## src/servo_bus_frame_codec_defines.svh

```systemverilog
// Assertion macros for the RTL of the servo bus frame codec top level.
`ifndef SERVO_BUS_FRAME_CODEC_DEFINES_SVH
`define SERVO_BUS_FRAME_CODEC_DEFINES_SVH

`ifndef SYNTHESIS

`define SBFC_ASSERT_IMP(name, clk, rst, ante, cons) \
   name: assert property (@(posedge clk) disable iff (rst) (ante) |-> (cons)) \
      else $error("sbfc: same-cycle check failed");

`define SBFC_ASSERT_NXT(name, clk, rst, ante, cons) \
   name: assert property (@(posedge clk) disable iff (rst) (ante) |=> (cons)) \
      else $error("sbfc: next-cycle check failed");

`else

`define SBFC_ASSERT_IMP(name, clk, rst, ante, cons)

`define SBFC_ASSERT_NXT(name, clk, rst, ante, cons)

`endif

`endif

```

## src/sbfc_pkg.sv

```systemverilog
`default_nettype none

package sbfc_pkg;

   localparam int FRAME_MAX = 10;
   localparam int CNT_W = $clog2(FRAME_MAX + 1);
   localparam logic [CNT_W-1:0] CNT_ONE = CNT_W'(1);

   localparam logic [2:0] KIND_MOVE = 3'd0;
   localparam logic [2:0] KIND_RESEND = 3'd1;
   localparam logic [2:0] KIND_LOAD = 3'd2;
   localparam logic [2:0] KIND_POS_REQ = 3'd3;
   localparam logic [2:0] KIND_RX_BYTE = 3'd4;

   localparam logic [1:0] OUT_TX = 2'd0;
   localparam logic [1:0] OUT_POS = 2'd1;
   localparam logic [1:0] OUT_CSUM_ERR = 2'd2;

   localparam logic [1:0] PHASE_HUNT = 2'd0;
   localparam logic [1:0] PHASE_LOW = 2'd1;
   localparam logic [1:0] PHASE_HIGH = 2'd2;
   localparam logic [1:0] PHASE_CSUM = 2'd3;

   localparam logic [7:0] HDR_BYTE = 8'h55;
   localparam logic [7:0] REPLY_MARK = 8'h1C;
   localparam logic [7:0] REPLY_SUM_BASE = 8'h21;

   localparam logic [7:0] LEN_MOVE = 8'd7;
   localparam logic [7:0] CMD_MOVE = 8'd1;
   localparam logic [7:0] LEN_LOAD = 8'd4;
   localparam logic [7:0] CMD_LOAD = 8'd31;
   localparam logic [7:0] LEN_POS = 8'd3;
   localparam logic [7:0] CMD_POS_READ = 8'd28;

   localparam logic signed [15:0] DEG_SPAN = 16'sd120;
   localparam logic [9:0] COUNTS_MAX = 10'd1000;
   localparam logic [12:0] COUNTS_PER_STEP = 13'd25;
   localparam logic [13:0] RECIP_6 = 14'd10923;
   localparam logic [17:0] REPLY_STEP = 18'd6;
   localparam logic [19:0] RECIP_25 = 20'd671089;

   typedef struct packed {
      logic [7:0] servo_id;
      logic signed [15:0] stored_angle;
      logic [1:0] phase;
      logic [7:0] low;
      logic [7:0] high;
   } sbfc_state_type;

   typedef struct packed {
      logic [FRAME_MAX-1:0][7:0] data;
      logic [CNT_W-1:0] cnt;
      logic [1:0] kind;
      logic signed [13:0] pos;
      logic angle_wr;
   } sbfc_frame_type;

endpackage

`default_nettype wire

```

## src/sbfc_channels.sv

```systemverilog
`default_nettype none

interface sbfc_req_if;
   logic valid;
   logic ready;
   logic [2:0] kind;
   logic signed [15:0] target_degrees;
   logic load_on;
   logic [7:0] rx_byte;

   modport source (output valid, kind, target_degrees, load_on, rx_byte, input ready);
   modport sink (input valid, kind, target_degrees, load_on, rx_byte, output ready);
endinterface

interface sbfc_rsp_if;
   logic valid;
   logic ready;
   logic [1:0] out_kind;
   logic [7:0] tx_byte;
   logic last;
   logic signed [13:0] position_degrees;

   modport source (output valid, out_kind, tx_byte, last, position_degrees, input ready);
   modport sink (input valid, out_kind, tx_byte, last, position_degrees, output ready);
endinterface

interface sbfc_csr_if;
   logic valid;
   logic ready;
   logic [7:0] data;

   modport source (output valid, data, input ready);
   modport sink (input valid, data, output ready);
endinterface

`default_nettype wire

```

## src/sbfc_frame_build.sv

```systemverilog
`default_nettype none

module sbfc_frame_build import sbfc_pkg::*; (
   input logic [2:0] cmd_kind,
   input logic signed [15:0] cmd_degrees,
   input logic cmd_load_on,
   input logic [7:0] cmd_rx_byte,
   input sbfc_state_type cur,
   output sbfc_frame_type frame
);

   logic signed [15:0] move_deg;
   logic signed [15:0] move_sum;
   logic [12:0] move_scaled;
   logic [26:0] move_prod;
   logic [9:0] move_counts;
   logic [7:0] move_csum;
   logic [7:0] load_csum;
   logic [7:0] pos_csum;

   logic [15:0] rep_raw;
   logic [15:0] rep_mag;
   logic [17:0] rep_m;
   logic [37:0] rep_prod;
   logic [12:0] rep_q;
   logic signed [14:0] rep_sq;
   logic signed [14:0] rep_deg;
   logic [7:0] rep_sum;
   logic [7:0] rep_want;

   // Degrees to counts: (deg + 120) * 25 / 6 inside the span, saturated outside it.
   assign move_deg = (cmd_kind == KIND_MOVE) ? cmd_degrees : cur.stored_angle;
   assign move_sum = move_deg + DEG_SPAN;
   assign move_scaled = 13'(move_sum[7:0]) * COUNTS_PER_STEP;
   assign move_prod = 27'(move_scaled) * 27'(RECIP_6);

   always_comb begin
      if (move_deg < -DEG_SPAN) begin
         move_counts = '0;
      end else if (move_deg > DEG_SPAN) begin
         move_counts = COUNTS_MAX;
      end else begin
         move_counts = move_prod[25:16];
      end
   end

   assign move_csum = ~(cur.servo_id + LEN_MOVE + CMD_MOVE + move_counts[7:0]
                        + {6'd0, move_counts[9:8]});
   assign load_csum = ~(cur.servo_id + LEN_LOAD + CMD_LOAD + {7'd0, cmd_load_on});
   assign pos_csum = ~(cur.servo_id + LEN_POS + CMD_POS_READ);

   // Counts to degrees: |val| * 6 / 25 with the sign restored, then less 120.
   assign rep_raw = {cur.high, cur.low};
   assign rep_mag = rep_raw[15] ? (~rep_raw + 16'd1) : rep_raw;
   assign rep_m = 18'(rep_mag) * REPLY_STEP;
   assign rep_prod = 38'(rep_m) * 38'(RECIP_25);
   assign rep_q = rep_prod[36:24];
   assign rep_sq = rep_raw[15] ? -$signed({2'b00, rep_q}) : $signed({2'b00, rep_q});
   assign rep_deg = rep_sq - 15'(DEG_SPAN);
   assign rep_sum = cur.servo_id + REPLY_SUM_BASE + cur.low + cur.high;
   assign rep_want = ~rep_sum;

   always_comb begin
      frame = '0;
      frame.kind = OUT_TX;
      case (cmd_kind)
         KIND_MOVE, KIND_RESEND: begin
            frame.data[0] = HDR_BYTE;
            frame.data[1] = HDR_BYTE;
            frame.data[2] = cur.servo_id;
            frame.data[3] = LEN_MOVE;
            frame.data[4] = CMD_MOVE;
            frame.data[5] = move_counts[7:0];
            frame.data[6] = {6'd0, move_counts[9:8]};
            frame.data[9] = move_csum;
            frame.cnt = CNT_W'(10);
         end
         KIND_LOAD: begin
            frame.data[0] = HDR_BYTE;
            frame.data[1] = HDR_BYTE;
            frame.data[2] = cur.servo_id;
            frame.data[3] = LEN_LOAD;
            frame.data[4] = CMD_LOAD;
            frame.data[5] = {7'd0, cmd_load_on};
            frame.data[6] = load_csum;
            frame.cnt = CNT_W'(7);
         end
         KIND_POS_REQ: begin
            frame.data[0] = HDR_BYTE;
            frame.data[1] = HDR_BYTE;
            frame.data[2] = cur.servo_id;
            frame.data[3] = LEN_POS;
            frame.data[4] = CMD_POS_READ;
            frame.data[5] = pos_csum;
            frame.cnt = CNT_W'(6);
         end
         KIND_RX_BYTE: begin
            if (cur.phase == PHASE_CSUM) begin
               frame.cnt = CNT_ONE;
               if (cmd_rx_byte == rep_want) begin
                  frame.kind = OUT_POS;
                  frame.pos = rep_deg[13:0];
                  frame.angle_wr = 1'b1;
               end else begin
                  frame.kind = OUT_CSUM_ERR;
               end
            end
         end
         default: begin
         end
      endcase
   end

endmodule

`default_nettype wire

```

## src/servo_bus_frame_codec.sv

```systemverilog
// Channel   Ports     Direction  Words
// request   req_bus   in         command or received bus byte, one per word
// response  rsp_bus   out        frame byte, decoded position or checksum error
// control   csr_bus   in         servo bus address
//
// A move or resend gives 10 words, a load/unload 7 and a position request 6,
// one word per cycle from a shifting frame buffer while not stalled; a received
// byte gives a word only as the checksum of a reply. Words go from the frame buffer to the
// response register. A new item is taken in the cycle the last word leaves the buffer.
// A stalled response holds its word; the frame buffer waits behind it.
// Reset is synchronous and sets the servo address to 1 and the scanner to hunting.
`default_nettype none

`include "servo_bus_frame_codec_defines.svh"

module servo_bus_frame_codec import sbfc_pkg::*; (
   input logic clock,
   input logic reset,
   sbfc_req_if.sink req_bus,
   sbfc_rsp_if.source rsp_bus,
   sbfc_csr_if.sink csr_bus
);

   logic out_free;
   logic emit;
   logic req_rdy;
   logic req_acc;

   logic [7:0] servo_id_ff, servo_id_in;
   logic signed [15:0] stored_angle_ff, stored_angle_in;
   logic [1:0] reply_phase_ff, reply_phase_in;
   logic [7:0] reply_low_ff, reply_low_in;
   logic [7:0] reply_high_ff, reply_high_in;

   logic [FRAME_MAX-1:0][7:0] frm_data_ff, frm_data_in;
   logic [CNT_W-1:0] frm_cnt_ff, frm_cnt_in;
   logic [1:0] frm_kind_ff, frm_kind_in;
   logic signed [13:0] frm_pos_ff, frm_pos_in;

   logic rsp_valid_ff, rsp_valid_in;
   logic [1:0] rsp_kind_ff, rsp_kind_in;
   logic [7:0] rsp_byte_ff, rsp_byte_in;
   logic rsp_last_ff, rsp_last_in;
   logic signed [13:0] rsp_pos_ff, rsp_pos_in;

   sbfc_state_type cur;
   sbfc_frame_type bld;

   assign cur.servo_id = servo_id_ff;
   assign cur.stored_angle = stored_angle_ff;
   assign cur.phase = reply_phase_ff;
   assign cur.low = reply_low_ff;
   assign cur.high = reply_high_ff;

   sbfc_frame_build u_build (
      .cmd_kind (req_bus.kind),
      .cmd_degrees (req_bus.target_degrees),
      .cmd_load_on (req_bus.load_on),
      .cmd_rx_byte (req_bus.rx_byte),
      .cur (cur),
      .frame (bld)
   );

   assign out_free = !rsp_valid_ff || rsp_bus.ready;
   assign emit = (frm_cnt_ff != '0) && out_free;
   assign req_rdy = (frm_cnt_ff == '0) || ((frm_cnt_ff == CNT_ONE) && emit);
   assign req_acc = req_bus.valid && req_rdy;

   assign req_bus.ready = req_rdy;
   assign csr_bus.ready = 1'b1;

   assign rsp_bus.valid = rsp_valid_ff;
   assign rsp_bus.out_kind = rsp_kind_ff;
   assign rsp_bus.tx_byte = rsp_byte_ff;
   assign rsp_bus.last = rsp_last_ff;
   assign rsp_bus.position_degrees = rsp_pos_ff;

   always_comb begin
      servo_id_in = servo_id_ff;
      stored_angle_in = stored_angle_ff;
      reply_phase_in = reply_phase_ff;
      reply_low_in = reply_low_ff;
      reply_high_in = reply_high_ff;

      if (csr_bus.valid) begin
         servo_id_in = csr_bus.data;
      end

      if (req_acc) begin
         if (req_bus.kind == KIND_MOVE) begin
            stored_angle_in = req_bus.target_degrees;
         end
         if (bld.angle_wr) begin
            stored_angle_in = {{2{bld.pos[13]}}, bld.pos};
         end
         case (req_bus.kind)
            KIND_POS_REQ: begin
               reply_phase_in = PHASE_HUNT;
            end
            KIND_RX_BYTE: begin
               case (reply_phase_ff)
                  PHASE_HUNT: begin
                     if (req_bus.rx_byte == REPLY_MARK) begin
                        reply_phase_in = PHASE_LOW;
                     end
                  end
                  PHASE_LOW: begin
                     reply_low_in = req_bus.rx_byte;
                     reply_phase_in = PHASE_HIGH;
                  end
                  PHASE_HIGH: begin
                     reply_high_in = req_bus.rx_byte;
                     reply_phase_in = PHASE_CSUM;
                  end
                  default: begin
                     reply_phase_in = PHASE_HUNT;
                  end
               endcase
            end
            default: begin
            end
         endcase
      end
   end

   always_comb begin
      frm_data_in = frm_data_ff;
      frm_cnt_in = frm_cnt_ff;
      frm_kind_in = frm_kind_ff;
      frm_pos_in = frm_pos_ff;

      if (emit) begin
         frm_data_in = {8'h00, frm_data_ff[FRAME_MAX-1:1]};
         frm_cnt_in = frm_cnt_ff - CNT_ONE;
      end

      if (req_acc && (bld.cnt != '0)) begin
         frm_data_in = bld.data;
         frm_cnt_in = bld.cnt;
         frm_kind_in = bld.kind;
         frm_pos_in = bld.pos;
      end
   end

   always_comb begin
      rsp_valid_in = rsp_valid_ff;
      rsp_kind_in = rsp_kind_ff;
      rsp_byte_in = rsp_byte_ff;
      rsp_last_in = rsp_last_ff;
      rsp_pos_in = rsp_pos_ff;

      if (emit) begin
         rsp_valid_in = 1'b1;
         rsp_kind_in = frm_kind_ff;
         rsp_byte_in = frm_data_ff[0];
         rsp_last_in = (frm_cnt_ff == CNT_ONE);
         rsp_pos_in = frm_pos_ff;
      end else if (rsp_bus.ready) begin
         rsp_valid_in = 1'b0;
      end
   end

   always_ff @(posedge clock) begin
      if (reset) begin
         servo_id_ff <= 8'd1;
         stored_angle_ff <= '0;
         reply_phase_ff <= PHASE_HUNT;
         reply_low_ff <= '0;
         reply_high_ff <= '0;
         frm_cnt_ff <= '0;
         rsp_valid_ff <= 1'b0;
      end else begin
         servo_id_ff <= servo_id_in;
         stored_angle_ff <= stored_angle_in;
         reply_phase_ff <= reply_phase_in;
         reply_low_ff <= reply_low_in;
         reply_high_ff <= reply_high_in;
         frm_cnt_ff <= frm_cnt_in;
         rsp_valid_ff <= rsp_valid_in;
      end
   end

   always_ff @(posedge clock) begin
      frm_data_ff <= frm_data_in;
      frm_kind_ff <= frm_kind_in;
      frm_pos_ff <= frm_pos_in;
      rsp_kind_ff <= rsp_kind_in;
      rsp_byte_ff <= rsp_byte_in;
      rsp_last_ff <= rsp_last_in;
      rsp_pos_ff <= rsp_pos_in;
   end

   `SBFC_ASSERT_IMP(a_frame_cnt_max, clock, reset, 1'b1, frm_cnt_ff <= CNT_W'(FRAME_MAX))
   `SBFC_ASSERT_IMP(a_accept_on_drain, clock, reset, req_acc && (frm_cnt_ff != '0), (frm_cnt_ff == CNT_ONE) && emit)
   `SBFC_ASSERT_NXT(a_pos_req_hunts, clock, reset, req_acc && (req_bus.kind == KIND_POS_REQ), reply_phase_ff == PHASE_HUNT)
   `SBFC_ASSERT_NXT(a_last_word_empties, clock, reset, emit && (frm_cnt_ff == CNT_ONE) && !req_acc, rsp_last_ff && (frm_cnt_ff == '0))

endmodule

`default_nettype wire
```

## src/flat_wrapper.sv

```systemverilog
// flat-port wrapper written by rule: the top's interface ports become plain ports
module servo_bus_frame_codec_flat import sbfc_pkg::*;
  (clock, reset, req_bus_valid, req_bus_kind, req_bus_target_degrees, req_bus_load_on, req_bus_rx_byte, req_bus_ready, rsp_bus_valid, rsp_bus_out_kind, rsp_bus_tx_byte, rsp_bus_last, rsp_bus_position_degrees, rsp_bus_ready, csr_bus_valid, csr_bus_data, csr_bus_ready);
  sbfc_req_if req_bus_i ();
  sbfc_rsp_if rsp_bus_i ();
  sbfc_csr_if csr_bus_i ();
  input logic clock;
  input logic reset;
  input wire logic [$bits(req_bus_i.valid)-1:0] req_bus_valid;
  input wire logic [$bits(req_bus_i.kind)-1:0] req_bus_kind;
  input wire logic [$bits(req_bus_i.target_degrees)-1:0] req_bus_target_degrees;
  input wire logic [$bits(req_bus_i.load_on)-1:0] req_bus_load_on;
  input wire logic [$bits(req_bus_i.rx_byte)-1:0] req_bus_rx_byte;
  output wire logic [$bits(req_bus_i.ready)-1:0] req_bus_ready;
  output wire logic [$bits(rsp_bus_i.valid)-1:0] rsp_bus_valid;
  output wire logic [$bits(rsp_bus_i.out_kind)-1:0] rsp_bus_out_kind;
  output wire logic [$bits(rsp_bus_i.tx_byte)-1:0] rsp_bus_tx_byte;
  output wire logic [$bits(rsp_bus_i.last)-1:0] rsp_bus_last;
  output wire logic [$bits(rsp_bus_i.position_degrees)-1:0] rsp_bus_position_degrees;
  input wire logic [$bits(rsp_bus_i.ready)-1:0] rsp_bus_ready;
  input wire logic [$bits(csr_bus_i.valid)-1:0] csr_bus_valid;
  input wire logic [$bits(csr_bus_i.data)-1:0] csr_bus_data;
  output wire logic [$bits(csr_bus_i.ready)-1:0] csr_bus_ready;
  assign req_bus_i.valid = req_bus_valid;
  assign req_bus_i.kind = req_bus_kind;
  assign req_bus_i.target_degrees = req_bus_target_degrees;
  assign req_bus_i.load_on = req_bus_load_on;
  assign req_bus_i.rx_byte = req_bus_rx_byte;
  assign req_bus_ready = req_bus_i.ready;
  assign rsp_bus_valid = rsp_bus_i.valid;
  assign rsp_bus_out_kind = rsp_bus_i.out_kind;
  assign rsp_bus_tx_byte = rsp_bus_i.tx_byte;
  assign rsp_bus_last = rsp_bus_i.last;
  assign rsp_bus_position_degrees = rsp_bus_i.position_degrees;
  assign rsp_bus_i.ready = rsp_bus_ready;
  assign csr_bus_i.valid = csr_bus_valid;
  assign csr_bus_i.data = csr_bus_data;
  assign csr_bus_ready = csr_bus_i.ready;
  servo_bus_frame_codec u_core (.clock(clock), .reset(reset), .req_bus(req_bus_i), .rsp_bus(rsp_bus_i), .csr_bus(csr_bus_i));
endmodule
```

## config.mk

```make
export PLATFORM = sky130hd
export DESIGN_NAME = servo_bus_frame_codec_flat
export DESIGN_NICKNAME = d
export VERILOG_FILES = /design/src/sbfc_pkg.sv /design/src/sbfc_channels.sv /design/src/sbfc_frame_build.sv /design/src/servo_bus_frame_codec.sv /design/src/flat_wrapper.sv
export VERILOG_INCLUDE_DIRS = /design/src /design/src/src
export SDC_FILE = /design/constraint.sdc
export NUM_CORES = 1
export LEC_CHECK = 0
export ABC_AREA = 1
export CAP_MARGIN = 20
export CORE_AREA = 5 5 265 267
export CTS_CLUSTER_SIZE = 28
export DETAILED_ROUTE_END_ITERATION = 10
export DIE_AREA = 0 0 270 272
export DONT_BUFFER_PORTS = 1
export HOLD_SLACK_MARGIN = 0.1
export REMOVE_ABC_BUFFERS = 1
export SLEW_MARGIN = 10
export SYNTH_ARGS = -nofsm -noshare
export SYNTH_HDL_FRONTEND = slang
export SYNTH_HIERARCHICAL = 1
export SYNTH_SLANG_ARGS = --single-unit
```

## constraint.sdc

```tcl
create_clock -name clock -period 12.2 [get_ports clock]
set_input_delay 2.44 -clock clock [delete_from_list [all_inputs] [get_ports clock]]
set_output_delay 2.44 -clock clock [all_outputs]
set_load 0.02 [all_outputs]
```

==> impl_metrics.tcl <==
set metrics [dict create \
    slowest_delay_ns 0.52 \
    grt_pass1_wl_mm 79.8 \
    drt-initial-drc-count 785 \
    die-area_um2 73400 \
    rows 96 \
    worstSetupEndpointType "flip-flop" \
    cap_violations 0 \
    fin_worst_skew_ns 0.0212 \
    ant_nets 0 \
    hold_class "reg -> reg" \
    crit_type "in -> reg" \
    critPathMostFrequentCell "a21oi_1" \
    dpl-instance-area_um2 21200 \
    wirelength_mm 48.6 \
    via_per_inst 4.45 \
    start_util 0.295 \
    portBuffers 0 \
    gp_congestion 0.878 \
    setup_violations 0 \
    crit_slowest_cell "fa_1" \
    final_area_um2 21900 \
    first_pass_iters 5 \
    dp_hpwl_mm 40.0 \
    ys_seq_area_frac 0.228 \
    synth_cell_types 55 \
    fin_crit_ns 11.54 \
    min_from "u_core/frm_pos_ff[1]" \
    drive_gt1_frac 0.0741 \
    grt_pass1_vias 15038 \
    cts-root-buf "clkbuf_16" \
    grt_max_degree 79 \
    syn_area_um2 20000 \
    startpoint "req_bus_kind[1]" \
    start_kind "input port" \
    dp.cells 3346 \
    num-nets-final 2981 \
    min_period_over_period 0.946 \
    cp.required_ns 12.40 \
    core-area_um2 67900 \
    synth_cells 2454 \
    yosysWarnings 6 \
    grt_usage 0.135 \
    antenna_found_initial 1 \
    r2r-start "u_core/reply_low_ff[0]" \
    die_w_um 270 \
    clk_latency_ns 0.47 \
    ys_seq_elements 168 \
    numCtsBuffers 17 \
    ctsLongestPathBuffers 2 \
    path_max_fanout 5 \
    globalRoute.totalOverflow 0 \
    fillers 7051 \
    cts_tree "done" \
    fin_cells 3379 \
    wire_per_inst_um 14.4 \
    pin_count 69 \
    drc 0 \
    hold_viol_final 0 \
    synth.avg_cell_area_um2 8.16 \
    area_delta_synth_final_pct 9.15 \
    status "finished, final reports clean" \
    clkTransAtPathRegs_ns 0.07 \
    slew_headroom 0.360 \
    die_y_um 272 \
    max_clock_freq_mhz 86.7 \
    maxSlewViolCount 0 \
    cts_sinks 168 \
    worstMarginPinSlew_ns 0.957 \
    arrival_ns 11.74 \
    h-tree-depth 4 \
    vias 15050 \
]
repair_timing:
action / 4_1_cts / 5_1_grt
buffers inserted: 0 / 0
endpoints found under the setup margin: 0 / 5
hold buffers: 0 / 0
resized for setup: 0 / 13
through the flow:
step	setup WS [ns]	utilization	TNS, ns	hold slack, ns
floorplan	-0.200	-	-0.200	0.400
global placement	-0.0392	0.313	-0.0392	0.403
detailed placement	-0.269	0.313	-0.278	0.405
CTS	0.198	0.322	0	0.424
global route	-0.00987	0.322	-0.00987	0.429
finish	0.660	0.322	0	0.422
registers in the layout, summed over array words and instances (netlist names):
name and flops:
u_core/reply_phase_ff 2, u_core/frm_kind_ff 2, u_core/stored_angle_ff 16, u_core/frm_cnt_ff 4
u_core/reply_low_ff 8, u_core/rsp_bus.out_kind 2, u_core/servo_id_ff 8, u_core/frm_data_ff 80
u_core/rsp_bus.valid 1, u_core/rsp_bus.tx_byte 8, u_core/frm_pos_ff 14, u_core/reply_high_ff 8
u_core/rsp_bus.last 1, u_core/rsp_bus.position_degrees 14
Yosys cell counts, drive strengths merged:
cell       n  area (um2)
nand2    629        2460
inv      478        1790
ha       293        3670
fa       164        3280
nor2     148         613
a21oi    128         641
edfxtp   121        3630
o21ai     81         405
nand3     77         490
buf       69         477
dfxtp     47         941
xor2      44         400
nand4     35         234
xnor2     25         219
nor3      23         138
clkbuf    17        63.8
mux2i     10         100
nor4      10        68.8
a31oi      7        43.8
or2        7        43.8
o21bai     6        45.0
a21o       5        37.5
nand3b     4        30.0
o21a       4        30.0
a21boi     3        33.8
and2       3        18.8
conb       2        7.51
nor3b      2        15.0
o31ai      2        15.0
a211oi     1        7.51
a22oi      1        7.51
a31o       1        8.76
and3       1        6.26
clkinv     1        5.00
mux2       1        11.3
o2111ai    1        8.76
o211ai     1        7.51
o221a      1        11.3
o32ai      1        8.76
final cells by class:
class | instances | area (um2) | area share
multi-input cells | 1752 | 13300 | 0.607
flip-flops and latches | 168 | 4570 | 0.209
inverters | 479 | 1800 | 0.0823
well taps | 882 | 1100 | 0.0505
repair buffers | 65 | 488 | 0.0223
clock buffers | 17 | 425 | 0.0195
clock inverters | 15 | 195 | 0.00893
diodes | 1 | 2.50 | 0.000114
metal layers:
| metal | global-route usage | wire, um | up-vias |
|---|---|---|---|
| met1 | 0.182 | 23100 | 7029 |
| met5 | 0 | 13 | - |
| met3 | 0.0309 | 2430 | 45 |
| met4 | 0.0364 | 975 | 2 |
| li1 | - | - | 7753 |
| met2 | 0.221 | 22100 | 221 |
path summary, 6_finish.rpt:
path / endpoint / slack, ns / cells past startpoint
max: u_core/frm_data_ff[79] / 0.66 / 53
min: u_core/rsp_bus.position_degrees[1] / 0.42 / 0
max reg2reg: u_core/stored_angle_ff[15] / 1.77 / 54
min reg2reg: u_core/rsp_bus.position_degrees[1] / 0.42 / 0
layout by cell type (no fill, tap or decap), types with 10 or more instances in the layout:
cell type  count
dfxtp_1       47
o21ai_1       21
clkbuf_16     17
mux2i_1       10
nor3_1        21
nand3_1       62
inv_1        471
xnor2_1       24
xor2_1        42
nor2_1       137
conb_1        33
ha_1         292
nand2_1      599
buf_4         65
a21oi_1      127
o21ai_0       56
edfxtp_1     121
nand3_2       11
nand2_2       22
fa_1         164
nand4_1       34
critical path: cells and delay by family:
family                     cells  cell delay (ns)
AOI/OAI and AO/OA             17             2.32
xor gates and xnor gates       2             0.22
adders and majority gates     13             4.99
buffers and inverters          9             0.87
and+or+nand+nor               12             0.88
cells by family (layout without fill, tap and decap cells):
| group | after synthesis | in the layout | synth area share |
|---|---|---|---|
| adders and majority gates | 457 | 457 | 0.347 |
| muxes | 11 | 11 | 0.00556 |
| buffers and inverters | 565 | 576 | 0.117 |
| AOI/OAI and AO/OA | 243 | 243 | 0.0655 |
| and+or+nand+nor | 939 | 939 | 0.206 |
| other | 2 | 34 | 0.000375 |
| DFF | 168 | 168 | 0.228 |
| xor gates and xnor gates | 69 | 69 | 0.0309 |
Power is not shown: default switching activity piles up to over one toggle a cycle in this logic, so the estimate is an artifact.
